<file path="src/hdl/rrq_pkg.sv">
// Shared types and constants for the retransmit queue.
package rrq_pkg;

  localparam int CFG_IDX_W  = 2;
  localparam int CFG_DATA_W = 16;

  localparam logic [CFG_IDX_W-1:0] REG_TIMEOUT      = 2'd0;
  localparam logic [CFG_IDX_W-1:0] REG_MAX_ATTEMPTS = 2'd1;

  typedef enum logic [1:0] {
    OP_ENQUEUE  = 2'd0,
    OP_RESPONSE = 2'd1,
    OP_TICK     = 2'd2,
    OP_CLEAR    = 2'd3
  } op_t;

  typedef struct packed {
    op_t         op;
    logic [31:0] now_ms;
    logic [7:0]  item_type;
    logic [15:0] item_sequence;
    logic        link_up;
    logic        tx_accepts;
  } in_item_t;

  typedef struct packed {
    logic        send_valid;
    logic [2:0]  send_slot;
    logic [7:0]  send_type;
    logic [15:0] send_sequence;
    logic        send_is_retry;
    logic        enqueue_accepted;
    logic        response_matched;
    logic        dropped;
    logic [3:0]  queue_count;
    logic [31:0] retry_total;
    logic [31:0] drop_total;
    logic [31:0] overflow_total;
  } out_item_t;

  typedef struct packed {
    logic [7:0]  frame_type;
    logic [15:0] frame_seq;
  } entry_t;

endpackage

</file>
<file path="src/hdl/rrq_in_if.sv">
// Input channel: one operation beat per handshake.
interface rrq_in_if;
  logic        valid;
  logic        ready;
  logic [1:0]  op;
  logic [31:0] now_ms;
  logic [7:0]  item_type;
  logic [15:0] item_sequence;
  logic        link_up;
  logic        tx_accepts;

  modport source (output valid, op, now_ms, item_type, item_sequence, link_up, tx_accepts,
                  input ready);
  modport sink   (input valid, op, now_ms, item_type, item_sequence, link_up, tx_accepts,
                  output ready);
endinterface

</file>
<file path="src/hdl/rrq_out_if.sv">
// Result channel: one result beat per operation.
interface rrq_out_if;
  logic        valid;
  logic        ready;
  logic        send_valid;
  logic [2:0]  send_slot;
  logic [7:0]  send_type;
  logic [15:0] send_sequence;
  logic        send_is_retry;
  logic        enqueue_accepted;
  logic        response_matched;
  logic        dropped;
  logic [3:0]  queue_count;
  logic [31:0] retry_total;
  logic [31:0] drop_total;
  logic [31:0] overflow_total;

  modport source (output valid, send_valid, send_slot, send_type, send_sequence,
                  send_is_retry, enqueue_accepted, response_matched, dropped,
                  queue_count, retry_total, drop_total, overflow_total,
                  input ready);
  modport sink   (input valid, send_valid, send_slot, send_type, send_sequence,
                  send_is_retry, enqueue_accepted, response_matched, dropped,
                  queue_count, retry_total, drop_total, overflow_total,
                  output ready);
endinterface

</file>
<file path="src/hdl/rrq_cfg_if.sv">
// Configuration write channel: register index and data per beat.
interface rrq_cfg_if import rrq_pkg::*; ();
  logic                  valid;
  logic                  ready;
  logic [CFG_IDX_W-1:0]  index;
  logic [CFG_DATA_W-1:0] data;

  modport source (output valid, index, data, input ready);
  modport sink   (input valid, index, data, output ready);
endinterface

</file>
<file path="src/hdl/reliable_retransmit_queue.sv">
// Top level of the retransmit queue: channels, beat registers and configuration.
//
// in_ch carries one operation per beat (enqueue, acknowledgement, tick, clear)
// with the current time and link state; out_ch returns exactly one result beat
// per operation, in order. cfg_ch writes the timeout and attempt limit and is
// always ready; write it only while no operation is in flight.
// Frame bodies are held outside; send_slot names the slot to transmit.
// A beat taken into the input register is processed once the result register can
// advance, and its result is then held in the result register until out_ch takes it.
// Throughput: one beat per cycle while out_ch does not stall; the head service
// between the input register and the result register is combinational, and the
// frame store's two registered read ports are pointed at the next head ahead of time.
// Reset clears the queue (head slot 0, empty), all counters, and sets
// the timeout to 100 ms and the attempt limit to 5; store contents are left.
// When out_ch stalls, the result register holds and the input register fills;
// in_ch.ready drops only once both are occupied.
module reliable_retransmit_queue import rrq_pkg::*; #(
  parameter int QUEUE_DEPTH = 8
) (
  input  logic       clk,
  input  logic       rst_n,
  rrq_in_if.sink     in_ch,
  rrq_out_if.source  out_ch,
  rrq_cfg_if.sink    cfg_ch
);

  localparam int SW = $clog2(QUEUE_DEPTH);

  logic        s1_valid_r;
  in_item_t    s1_item_r;
  logic        out_valid_r;
  out_item_t   out_item_r;
  logic [15:0] timeout_r;
  logic [3:0]  max_att_r;
  logic        advance;
  logic        go;

  logic          we;
  logic [SW-1:0] waddr;
  entry_t        wdata;
  logic [SW-1:0] raddr_a;
  logic [SW-1:0] raddr_b;
  entry_t        rdata_a;
  entry_t        rdata_b;
  out_item_t     result;

  assign advance      = !out_valid_r || out_ch.ready;
  assign go           = s1_valid_r && advance;
  assign in_ch.ready  = !s1_valid_r || advance;
  assign cfg_ch.ready = 1'b1;

  always_ff @(posedge clk) begin
    if (!rst_n) begin
      s1_valid_r <= 1'b0;
    end else if (in_ch.ready) begin
      s1_valid_r <= in_ch.valid;
    end
  end

  always_ff @(posedge clk) begin
    if (in_ch.ready && in_ch.valid) begin
      s1_item_r.op            <= op_t'(in_ch.op);
      s1_item_r.now_ms        <= in_ch.now_ms;
      s1_item_r.item_type     <= in_ch.item_type;
      s1_item_r.item_sequence <= in_ch.item_sequence;
      s1_item_r.link_up       <= in_ch.link_up;
      s1_item_r.tx_accepts    <= in_ch.tx_accepts;
    end
  end

  always_ff @(posedge clk) begin
    if (!rst_n) begin
      out_valid_r <= 1'b0;
    end else if (advance) begin
      out_valid_r <= s1_valid_r;
    end
  end

  always_ff @(posedge clk) begin
    if (go) begin
      out_item_r <= result;
    end
  end

  always_ff @(posedge clk) begin
    if (!rst_n) begin
      timeout_r <= 16'd100;
      max_att_r <= 4'd5;
    end else if (cfg_ch.valid) begin
      case (cfg_ch.index)
        REG_TIMEOUT:      timeout_r <= cfg_ch.data;
        REG_MAX_ATTEMPTS: max_att_r <= cfg_ch.data[3:0];
        default: begin
        end
      endcase
    end
  end

  rrq_ctrl #(.QUEUE_DEPTH(QUEUE_DEPTH)) u_ctrl (
    .clk     (clk),
    .rst_n   (rst_n),
    .go      (go),
    .item    (s1_item_r),
    .timeout (timeout_r),
    .max_att (max_att_r),
    .rd_head (rdata_a),
    .rd_next (rdata_b),
    .we      (we),
    .waddr   (waddr),
    .wdata   (wdata),
    .raddr_a (raddr_a),
    .raddr_b (raddr_b),
    .result  (result)
  );

  rrq_store #(.QUEUE_DEPTH(QUEUE_DEPTH)) u_store (
    .clk     (clk),
    .we      (we),
    .waddr   (waddr),
    .wdata   (wdata),
    .raddr_a (raddr_a),
    .raddr_b (raddr_b),
    .rdata_a (rdata_a),
    .rdata_b (rdata_b)
  );

  assign out_ch.valid            = out_valid_r;
  assign out_ch.send_valid       = out_item_r.send_valid;
  assign out_ch.send_slot        = out_item_r.send_slot;
  assign out_ch.send_type        = out_item_r.send_type;
  assign out_ch.send_sequence    = out_item_r.send_sequence;
  assign out_ch.send_is_retry    = out_item_r.send_is_retry;
  assign out_ch.enqueue_accepted = out_item_r.enqueue_accepted;
  assign out_ch.response_matched = out_item_r.response_matched;
  assign out_ch.dropped          = out_item_r.dropped;
  assign out_ch.queue_count      = out_item_r.queue_count;
  assign out_ch.retry_total      = out_item_r.retry_total;
  assign out_ch.drop_total       = out_item_r.drop_total;
  assign out_ch.overflow_total   = out_item_r.overflow_total;

  a_go_needs_beat: assert property (@(posedge clk) disable iff (!rst_n)
    go |=> out_valid_r)
    else $error("processed beat did not reach the result register");

  a_hold_on_stall: assert property (@(posedge clk) disable iff (!rst_n)
    (out_valid_r && !out_ch.ready) |=> (out_valid_r && $stable(out_item_r)))
    else $error("result beat changed while stalled");

  a_no_overrun: assert property (@(posedge clk) disable iff (!rst_n)
    (s1_valid_r && !advance) |-> !in_ch.ready)
    else $error("input register overrun");

endmodule

</file>
<file path="src/hdl/rrq_store.sv">
// Frame type/sequence store: one write port, two registered read ports with bypass.
module rrq_store import rrq_pkg::*; #(
  parameter int QUEUE_DEPTH = 8,
  localparam int SW = $clog2(QUEUE_DEPTH)
) (
  input  logic          clk,
  input  logic          we,
  input  logic [SW-1:0] waddr,
  input  entry_t        wdata,
  input  logic [SW-1:0] raddr_a,
  input  logic [SW-1:0] raddr_b,
  output entry_t        rdata_a,
  output entry_t        rdata_b
);

  entry_t mem [QUEUE_DEPTH];

  always_ff @(posedge clk) begin
    if (we) begin
      mem[waddr] <= wdata;
    end
  end

  always_ff @(posedge clk) begin
    rdata_a <= (we && waddr == raddr_a) ? wdata : mem[raddr_a];
    rdata_b <= (we && waddr == raddr_b) ? wdata : mem[raddr_b];
  end

endmodule

</file>
<file path="src/hdl/rrq_ctrl.sv">
// Queue state, head service and counters: one operation per cycle in which go is high.
module rrq_ctrl import rrq_pkg::*; #(
  parameter int QUEUE_DEPTH = 8,
  localparam int SW = $clog2(QUEUE_DEPTH),
  localparam int CW = $clog2(QUEUE_DEPTH + 1)
) (
  input  logic          clk,
  input  logic          rst_n,
  input  logic          go,
  input  in_item_t      item,
  input  logic [15:0]   timeout,
  input  logic [3:0]    max_att,
  input  entry_t        rd_head,
  input  entry_t        rd_next,
  output logic          we,
  output logic [SW-1:0] waddr,
  output entry_t        wdata,
  output logic [SW-1:0] raddr_a,
  output logic [SW-1:0] raddr_b,
  output out_item_t     result
);

  logic [SW-1:0] head_r, head_nxt;
  logic [CW-1:0] count_r, count_nxt;
  logic [3:0]    att_r, att_nxt;
  logic [31:0]   last_r, last_nxt;
  logic [31:0]   retry_r, retry_nxt;
  logic [31:0]   drop_r, drop_nxt;
  logic [31:0]   ovf_r, ovf_nxt;

  logic [SW:0]   tail_sum;
  logic [3:0]    limit;
  logic [31:0]   elapsed;
  logic          srv_en;
  logic          snd_valid;
  logic          snd_retry;
  logic          accepted;
  logic          matched;
  logic          dropped;
  logic [SW-1:0] snd_slot;
  entry_t        new_e, cur_e, nxt_e, snd_e;

  function automatic logic [SW-1:0] slot_inc(input logic [SW-1:0] s);
    return (s == SW'(QUEUE_DEPTH - 1)) ? '0 : s + SW'(1);
  endfunction

  assign new_e    = '{frame_type: item.item_type, frame_seq: item.item_sequence};
  assign tail_sum = (SW+1)'(head_r) + (SW+1)'(count_r);
  assign waddr    = (tail_sum >= (SW+1)'(QUEUE_DEPTH)) ?
                    SW'(tail_sum - (SW+1)'(QUEUE_DEPTH)) : SW'(tail_sum);
  assign wdata    = new_e;
  assign limit    = (max_att == 4'd0) ? 4'd1 : max_att;

  always_comb begin
    head_nxt  = head_r;
    count_nxt = count_r;
    att_nxt   = att_r;
    last_nxt  = last_r;
    retry_nxt = retry_r;
    drop_nxt  = drop_r;
    ovf_nxt   = ovf_r;
    we        = 1'b0;
    accepted  = 1'b0;
    matched   = 1'b0;
    dropped   = 1'b0;
    srv_en    = 1'b0;
    snd_valid = 1'b0;
    snd_retry = 1'b0;
    snd_slot  = '0;
    snd_e     = '0;
    cur_e     = rd_head;
    nxt_e     = rd_next;
    elapsed   = '0;
    if (go) begin
      case (item.op)
        OP_ENQUEUE: begin
          if (count_r == CW'(QUEUE_DEPTH)) begin
            ovf_nxt = ovf_r + 32'd1;
          end else begin
            we        = 1'b1;
            accepted  = 1'b1;
            count_nxt = count_r + CW'(1);
            srv_en    = 1'b1;
            if (count_r == CW'(0)) begin
              cur_e    = new_e;
              att_nxt  = 4'd0;
              last_nxt = item.now_ms;
            end
            if (count_r == CW'(1)) begin
              nxt_e = new_e;
            end
          end
        end
        OP_RESPONSE: begin
          if (count_r != CW'(0) && rd_head == new_e) begin
            matched   = 1'b1;
            head_nxt  = slot_inc(head_r);
            count_nxt = count_r - CW'(1);
            cur_e     = rd_next;
            att_nxt   = 4'd0;
            srv_en    = 1'b1;
          end
        end
        OP_TICK: begin
          srv_en = 1'b1;
        end
        OP_CLEAR: begin
          head_nxt  = '0;
          count_nxt = '0;
        end
        default: begin
        end
      endcase

      // head service; a drop hands straight over to the next, never-sent entry
      if (srv_en && item.link_up && count_nxt != CW'(0)) begin
        elapsed = item.now_ms - last_nxt;
        if (att_nxt == 4'd0 || elapsed >= {16'd0, timeout}) begin
          if (att_nxt >= limit) begin
            drop_nxt  = drop_r + 32'd1;
            dropped   = 1'b1;
            head_nxt  = slot_inc(head_nxt);
            count_nxt = count_nxt - CW'(1);
            att_nxt   = 4'd0;
            cur_e     = nxt_e;
          end
          if (count_nxt != CW'(0) && item.tx_accepts) begin
            snd_valid = 1'b1;
            snd_retry = (att_nxt != 4'd0);
            if (snd_retry) begin
              retry_nxt = retry_r + 32'd1;
            end
            att_nxt  = att_nxt + 4'd1;
            last_nxt = item.now_ms;
            snd_slot = head_nxt;
            snd_e    = cur_e;
          end
        end
      end
    end
  end

  assign raddr_a = head_nxt;
  assign raddr_b = slot_inc(head_nxt);

  always_comb begin
    result.send_valid       = snd_valid;
    result.send_slot        = 3'(snd_slot);
    result.send_type        = snd_e.frame_type;
    result.send_sequence    = snd_e.frame_seq;
    result.send_is_retry    = snd_retry;
    result.enqueue_accepted = accepted;
    result.response_matched = matched;
    result.dropped          = dropped;
    result.queue_count      = 4'(count_nxt);
    result.retry_total      = retry_nxt;
    result.drop_total       = drop_nxt;
    result.overflow_total   = ovf_nxt;
  end

  always_ff @(posedge clk) begin
    if (!rst_n) begin
      head_r  <= '0;
      count_r <= '0;
      att_r   <= '0;
      retry_r <= '0;
      drop_r  <= '0;
      ovf_r   <= '0;
    end else begin
      head_r  <= head_nxt;
      count_r <= count_nxt;
      att_r   <= att_nxt;
      retry_r <= retry_nxt;
      drop_r  <= drop_nxt;
      ovf_r   <= ovf_nxt;
    end
  end

  always_ff @(posedge clk) begin
    last_r <= last_nxt;
  end

  a_count_range: assert property (@(posedge clk) disable iff (!rst_n)
    count_r <= CW'(QUEUE_DEPTH))
    else $error("queue count beyond depth");

  a_head_range: assert property (@(posedge clk) disable iff (!rst_n)
    head_r <= SW'(QUEUE_DEPTH - 1))
    else $error("head slot beyond depth");

  a_send_gated: assert property (@(posedge clk) disable iff (!rst_n)
    (go && snd_valid) |-> (item.link_up && item.tx_accepts && count_nxt != CW'(0)))
    else $error("send without link, transmitter room or entry");

  a_idle_hold: assert property (@(posedge clk) disable iff (!rst_n)
    !go |=> ($stable(count_r) && $stable(head_r) && $stable(retry_r) && $stable(drop_r)))
    else $error("queue state moved without a beat");

endmodule
</file>
<file path="src/flat_wrapper.sv">
// flat-port wrapper written by rule: the top's interface ports become plain ports
module reliable_retransmit_queue_flat import rrq_pkg::*;
#(
  parameter int QUEUE_DEPTH = 8
)
  (clk, rst_n, in_ch_valid, in_ch_op, in_ch_now_ms, in_ch_item_type, in_ch_item_sequence, in_ch_link_up, in_ch_tx_accepts, in_ch_ready, out_ch_valid, out_ch_send_valid, out_ch_send_slot, out_ch_send_type, out_ch_send_sequence, out_ch_send_is_retry, out_ch_enqueue_accepted, out_ch_response_matched, out_ch_dropped, out_ch_queue_count, out_ch_retry_total, out_ch_drop_total, out_ch_overflow_total, out_ch_ready, cfg_ch_valid, cfg_ch_index, cfg_ch_data, cfg_ch_ready);
  rrq_in_if in_ch_i ();
  rrq_out_if out_ch_i ();
  rrq_cfg_if cfg_ch_i ();
  input  logic clk;
  input  logic rst_n;
  input wire logic [$bits(in_ch_i.valid)-1:0] in_ch_valid;
  input wire logic [$bits(in_ch_i.op)-1:0] in_ch_op;
  input wire logic [$bits(in_ch_i.now_ms)-1:0] in_ch_now_ms;
  input wire logic [$bits(in_ch_i.item_type)-1:0] in_ch_item_type;
  input wire logic [$bits(in_ch_i.item_sequence)-1:0] in_ch_item_sequence;
  input wire logic [$bits(in_ch_i.link_up)-1:0] in_ch_link_up;
  input wire logic [$bits(in_ch_i.tx_accepts)-1:0] in_ch_tx_accepts;
  output wire logic [$bits(in_ch_i.ready)-1:0] in_ch_ready;
  output wire logic [$bits(out_ch_i.valid)-1:0] out_ch_valid;
  output wire logic [$bits(out_ch_i.send_valid)-1:0] out_ch_send_valid;
  output wire logic [$bits(out_ch_i.send_slot)-1:0] out_ch_send_slot;
  output wire logic [$bits(out_ch_i.send_type)-1:0] out_ch_send_type;
  output wire logic [$bits(out_ch_i.send_sequence)-1:0] out_ch_send_sequence;
  output wire logic [$bits(out_ch_i.send_is_retry)-1:0] out_ch_send_is_retry;
  output wire logic [$bits(out_ch_i.enqueue_accepted)-1:0] out_ch_enqueue_accepted;
  output wire logic [$bits(out_ch_i.response_matched)-1:0] out_ch_response_matched;
  output wire logic [$bits(out_ch_i.dropped)-1:0] out_ch_dropped;
  output wire logic [$bits(out_ch_i.queue_count)-1:0] out_ch_queue_count;
  output wire logic [$bits(out_ch_i.retry_total)-1:0] out_ch_retry_total;
  output wire logic [$bits(out_ch_i.drop_total)-1:0] out_ch_drop_total;
  output wire logic [$bits(out_ch_i.overflow_total)-1:0] out_ch_overflow_total;
  input wire logic [$bits(out_ch_i.ready)-1:0] out_ch_ready;
  input wire logic [$bits(cfg_ch_i.valid)-1:0] cfg_ch_valid;
  input wire logic [$bits(cfg_ch_i.index)-1:0] cfg_ch_index;
  input wire logic [$bits(cfg_ch_i.data)-1:0] cfg_ch_data;
  output wire logic [$bits(cfg_ch_i.ready)-1:0] cfg_ch_ready;
  assign in_ch_i.valid = in_ch_valid;
  assign in_ch_i.op = in_ch_op;
  assign in_ch_i.now_ms = in_ch_now_ms;
  assign in_ch_i.item_type = in_ch_item_type;
  assign in_ch_i.item_sequence = in_ch_item_sequence;
  assign in_ch_i.link_up = in_ch_link_up;
  assign in_ch_i.tx_accepts = in_ch_tx_accepts;
  assign in_ch_ready = in_ch_i.ready;
  assign out_ch_valid = out_ch_i.valid;
  assign out_ch_send_valid = out_ch_i.send_valid;
  assign out_ch_send_slot = out_ch_i.send_slot;
  assign out_ch_send_type = out_ch_i.send_type;
  assign out_ch_send_sequence = out_ch_i.send_sequence;
  assign out_ch_send_is_retry = out_ch_i.send_is_retry;
  assign out_ch_enqueue_accepted = out_ch_i.enqueue_accepted;
  assign out_ch_response_matched = out_ch_i.response_matched;
  assign out_ch_dropped = out_ch_i.dropped;
  assign out_ch_queue_count = out_ch_i.queue_count;
  assign out_ch_retry_total = out_ch_i.retry_total;
  assign out_ch_drop_total = out_ch_i.drop_total;
  assign out_ch_overflow_total = out_ch_i.overflow_total;
  assign out_ch_i.ready = out_ch_ready;
  assign cfg_ch_i.valid = cfg_ch_valid;
  assign cfg_ch_i.index = cfg_ch_index;
  assign cfg_ch_i.data = cfg_ch_data;
  assign cfg_ch_ready = cfg_ch_i.ready;
  reliable_retransmit_queue #(.QUEUE_DEPTH(QUEUE_DEPTH)) u_core (.clk(clk), .rst_n(rst_n), .in_ch(in_ch_i), .out_ch(out_ch_i), .cfg_ch(cfg_ch_i));
endmodule
</file>
<file path="config.mk">
export PLATFORM = sky130hd
export DESIGN_NAME = reliable_retransmit_queue_flat
export DESIGN_NICKNAME = d
export VERILOG_FILES = /design/src/hdl/rrq_pkg.sv /design/src/hdl/rrq_in_if.sv /design/src/hdl/rrq_out_if.sv /design/src/hdl/rrq_cfg_if.sv /design/src/hdl/reliable_retransmit_queue.sv /design/src/hdl/rrq_store.sv /design/src/hdl/rrq_ctrl.sv /design/src/flat_wrapper.sv
export SDC_FILE = /design/constraint.sdc
export NUM_CORES = 1
export LEC_CHECK = 0
export ABC_AREA = 1
export ABC_CLOCK_PERIOD_IN_PS = 8200
export BUFFER_PORTS_ARGS = -buffer_cell sky130_fd_sc_hd__buf_2
export CORE_MARGIN = 4
export CORE_UTILIZATION = 61
export CTS_CLUSTER_SIZE = 24
export DETAILED_ROUTE_END_ITERATION = 8
export HOLD_SLACK_MARGIN = 0.15
export PLACE_DENSITY = 0.78
export SYNTH_ARGS = -nofsm -noshare
export SYNTH_HDL_FRONTEND = slang
export SYNTH_SLANG_ARGS = --single-unit
export TNS_END_PERCENT = 50
</file>
<file path="constraint.sdc">
create_clock -name clk -period 8.2 [get_ports clk]
set_input_delay 0 -clock clk [delete_from_list [all_inputs] [get_ports clk]]
set_output_delay 0 -clock clk [all_outputs]
set_load 0.05 [all_outputs]
</file>
==> impl_results.md <==
- Status: finished clean
- Vias in the first global route: 24.7k
- Top Ports: 218
- CTS buffer count: 55
- Top cell type's share of synthesized area: 42.2%
- Final nets: 4,003
- Number of synthesized register bits: 551
- Ant diodes: 0
- Critical R2R Launch: u_core.s1_item_r[59]
- Slew headroom: 23.0%
- GPL Wtd Cong: 0.917
- Final setup margin: 1440 ps
- Most frequent cells in the layout: 814 x nand2_1, 498 x inv_1, 416 x edfxtp_1, 307 x nor2_1, 236 x nand3_1
- Max cap viols: 0
- Initial antenna violation count: 1
- Via density: 5.70
- Clock slew seen by the registers of the worst setup and hold paths: 60 ps
- Area growth from synthesis to layout: 16.6%
- Synth area leader: edfxtp_1
- Core area: 47,800 sq um
- Ys flop type: edfxtp_1
- CP max FO: 27
- Total Routing Usage GR: 30.8%
- Hold path start: cfg_ch_data[9]
- Post-synth EDFFs: 416
- Clock tree buffer depth: 3
- Hold Path Cell Cnt: 4
- Clk_skew: 23.2 ps
- DRT iter0 DRCs: 2,452
- CTS root buffer: clkbuf_16
- Total power divided by cell area: 200 nW/um^2
- Grt ovf: 0
- Hold endpoint: u_core.timeout_r[9]
- Final Hold Viols: 0
- Max VDD drop: 0.202 mV
- Synth Net Count: 3,672
- Via Count: 25.8k
- Clock Latency Late Sink: 620 ps
- Postcts setup bufs: 0
- Leakage: 14.4 nW
- DIE WIDTH: 228 microns
- Routed wire length: 82.7 mm
- CP arrival: 7270 ps
- Final Cycle Share: 82.5%
- R2R Setup Slk: 1440 ps
- # rows: 80
- Slowest cell on the critical path: edfxtp_1
- Critical Path RT: 8710 ps
- HP Class: in2reg
- Minimum clock period after layout: 6760 ps
- Syn avg cell area: 8.39 sq um
- Area contributors post-synth: edfxtp_1 42%, nand2_1 10%, dfxtp_1 9.1%
- Share of cells above drive strength 1: 11.1%
- Netlist cell types: 66
- Final count of pins violating max slew: 0
- Synth Warn #: 0
- Slowest stage delay, CP: 840 ps
- Drt first pass iters: 8
- First-pass GRT wire length: 130 mm
- Routed Antenna Nets: 0
- Fillers: 3,659
- Synth Instances: 3,531
- Unrepaired setup endpoints after global routing: no
- IO buf count: 216
- DP HPWL: 52.1 mm
- FF-to-FF path depth: 31
- Worst setup SP type: flop
- TNS Setup: 0 ps
- Sequential cell area fraction in the yosys report: 51.3%
- Post-Place Setup Slack: 1590 ps
- Synth Cell Area: 29,600 sq um
- Worst-margin pin slew: 1160 ps
- H-tree Lvls: 2
- Fmax: 148 MHz
- Clock sinks: 551
- DRC errors left: 0
- Die area: 52,100 sq um
- Die span in y: 228 microns
- CP endpoint kind: flop
- Per-cell routed wire length: 18.3 microns
- WS Path Type: reg2reg
- Synth async-reset ratio: 0%
- # setup viols final: 0
- Largest net degree at the start of global routing: 125
- Starting Density: 61.9%
- Most common cell after layout, fill and taps aside: nand2_1
- TritonCTS clock tree: yes
==> cell type report <==
class / count / area [sq um] / share of cell area (%)
clock buffer: 72 / 1570 / 4.53
clock inverter: 31 / 309 / 0.895
inverter: 518 / 1960 / 5.69
multi-input combinational: 2331 / 11800 / 34.2
sequential: 551 / 15200 / 44.0
tap: 615 / 769 / 2.23
timing repair buffer: 405 / 2900 / 8.39
==> stage by stage <==
stage | std cells | cell area [sq um] | utilization, % | power, mW | hold slack [ps]
3_3_place_gp | 4262 | 31100 | 64.9 | 4.24 | 176
5_1_grt | 4523 | 34500 | 72.2 | 7.15 | 274
4_1_cts | 4523 | 34500 | 72.2 | 6.89 | 188
6_report | 4523 | 34500 | 72.2 | 6.89 | 254
2_1_floorplan | 3531 | 29600 | - | 3.98 | 98.9
3_5_place_dp | 4262 | 31100 | 64.9 | 4.25 | 178
==> report_power, final <==
group	total (mW)	leakage, nW	switching (mW)	internal, mW
logic	1.14	8.55	0.774	0.362
clock network	2.61	0.921	1.10	1.51
registers	3.15	4.91	0.0685	3.08
==> registers in the layout (all words and copies together) (netlist names), 8 cells and up, named ones only <==
signal / count
u_core.u_ctrl.ovf_r: 32
u_core.timeout_r: 16
u_core.out_ch.send_sequence: 16
u_core.u_store.mem: 192
u_core.u_ctrl.last_r: 32
u_core.out_ch.retry_total: 32
u_core.u_ctrl.retry_r: 32
u_core.out_ch.send_type: 8
u_core.out_ch.overflow_total: 32
u_core.u_ctrl.drop_r: 32
u_core.out_ch.drop_total: 32
u_core.s1_item_r: 60
==> layer usage <==
metal | wire length [microns] | global-route usage, %
met1 | 33100 | 40.5
met2 | 39200 | 51.1
met3 | 7280 | 5.17
met4 | 3090 | 12.6
met5 | 13 | 0
==> logic make-up (layout without fill, tap and decap cells) <==
group | Yosys count | in the layout | synth area share (%)
xor+xnor | 71 | 71 | 2.15
buf+inv | 649 | 1026 | 8.87
mux | 23 | 23 | 0.782
compound gates | 599 | 599 | 11.2
simple gates | 1579 | 1579 | 23.2
fa+ha+maj | 58 | 58 | 2.48
flops | 551 | 551 | 51.3
other cells | 1 | 1 | 0.0127
==> Yosys cell counts (all sizes together) (2+ instances only) <==
| cell | instances |
|---|---|
| nand2 | 830 |
| inv | 509 |
| edfxtp | 416 |
| nor2 | 340 |
| nand3 | 245 |
| o21ai | 245 |
| a21oi | 233 |
| dfxtp | 135 |
| clkbuf | 74 |
| ha | 57 |
| nand4 | 56 |
| buf | 55 |
| xor2 | 55 |
| nor3 | 52 |
| o211ai | 31 |
| a31oi | 24 |
| mux2i | 22 |
| nor4 | 19 |
| a211oi | 17 |
| xnor2 | 16 |
| or2 | 15 |
| nand3b | 13 |
| o221ai | 11 |
| clkinv | 9 |
| a2bb2oi | 8 |
| o22ai | 7 |
| and2 | 5 |
| a21boi | 4 |
| a221oi | 4 |
| o22a | 4 |
| o21a | 3 |
| a21o | 2 |
| dlygate4sd1 | 2 |
| o21bai | 2 |
| or4 | 2 |
==> worst max-delay path by stage <==
stage | from | to | slack [ps] | cells after the start
finish | u_core.s1_item_r[59] | flop | 1440 | 31
global route | flop | u_core.u_ctrl.att_r[2] | 790 | 34
CTS | u_core.s1_item_r[59] | flop | 1540 | 31
detailed placement | u_core.s1_item_r[59] | flop | 1590 | 31
global placement | u_core.s1_item_r[59] | flop | 1520 | 31
floorplan | u_core.out_ch.valid | flop | 1250 | 11
==> repair_timing <==
action,4_1_cts,5_1_grt
resized for setup,0,0
endpoints found under the setup margin,0,0
hold buffers,158,0
endpoints found under the hold margin,101,0
==> worst max-delay path: cells and delay by family, from the launching register on <==
kind	cells	cell delay, ps
AOI/OAI and AO/OA	6	1140
xor gates and xnor gates	1	170
and+or+nand+nor	13	2770
buffers and inverters	6	610
adders and majority gates	5	1110
DFF	1	840
(Power assumes the default switching activity.)
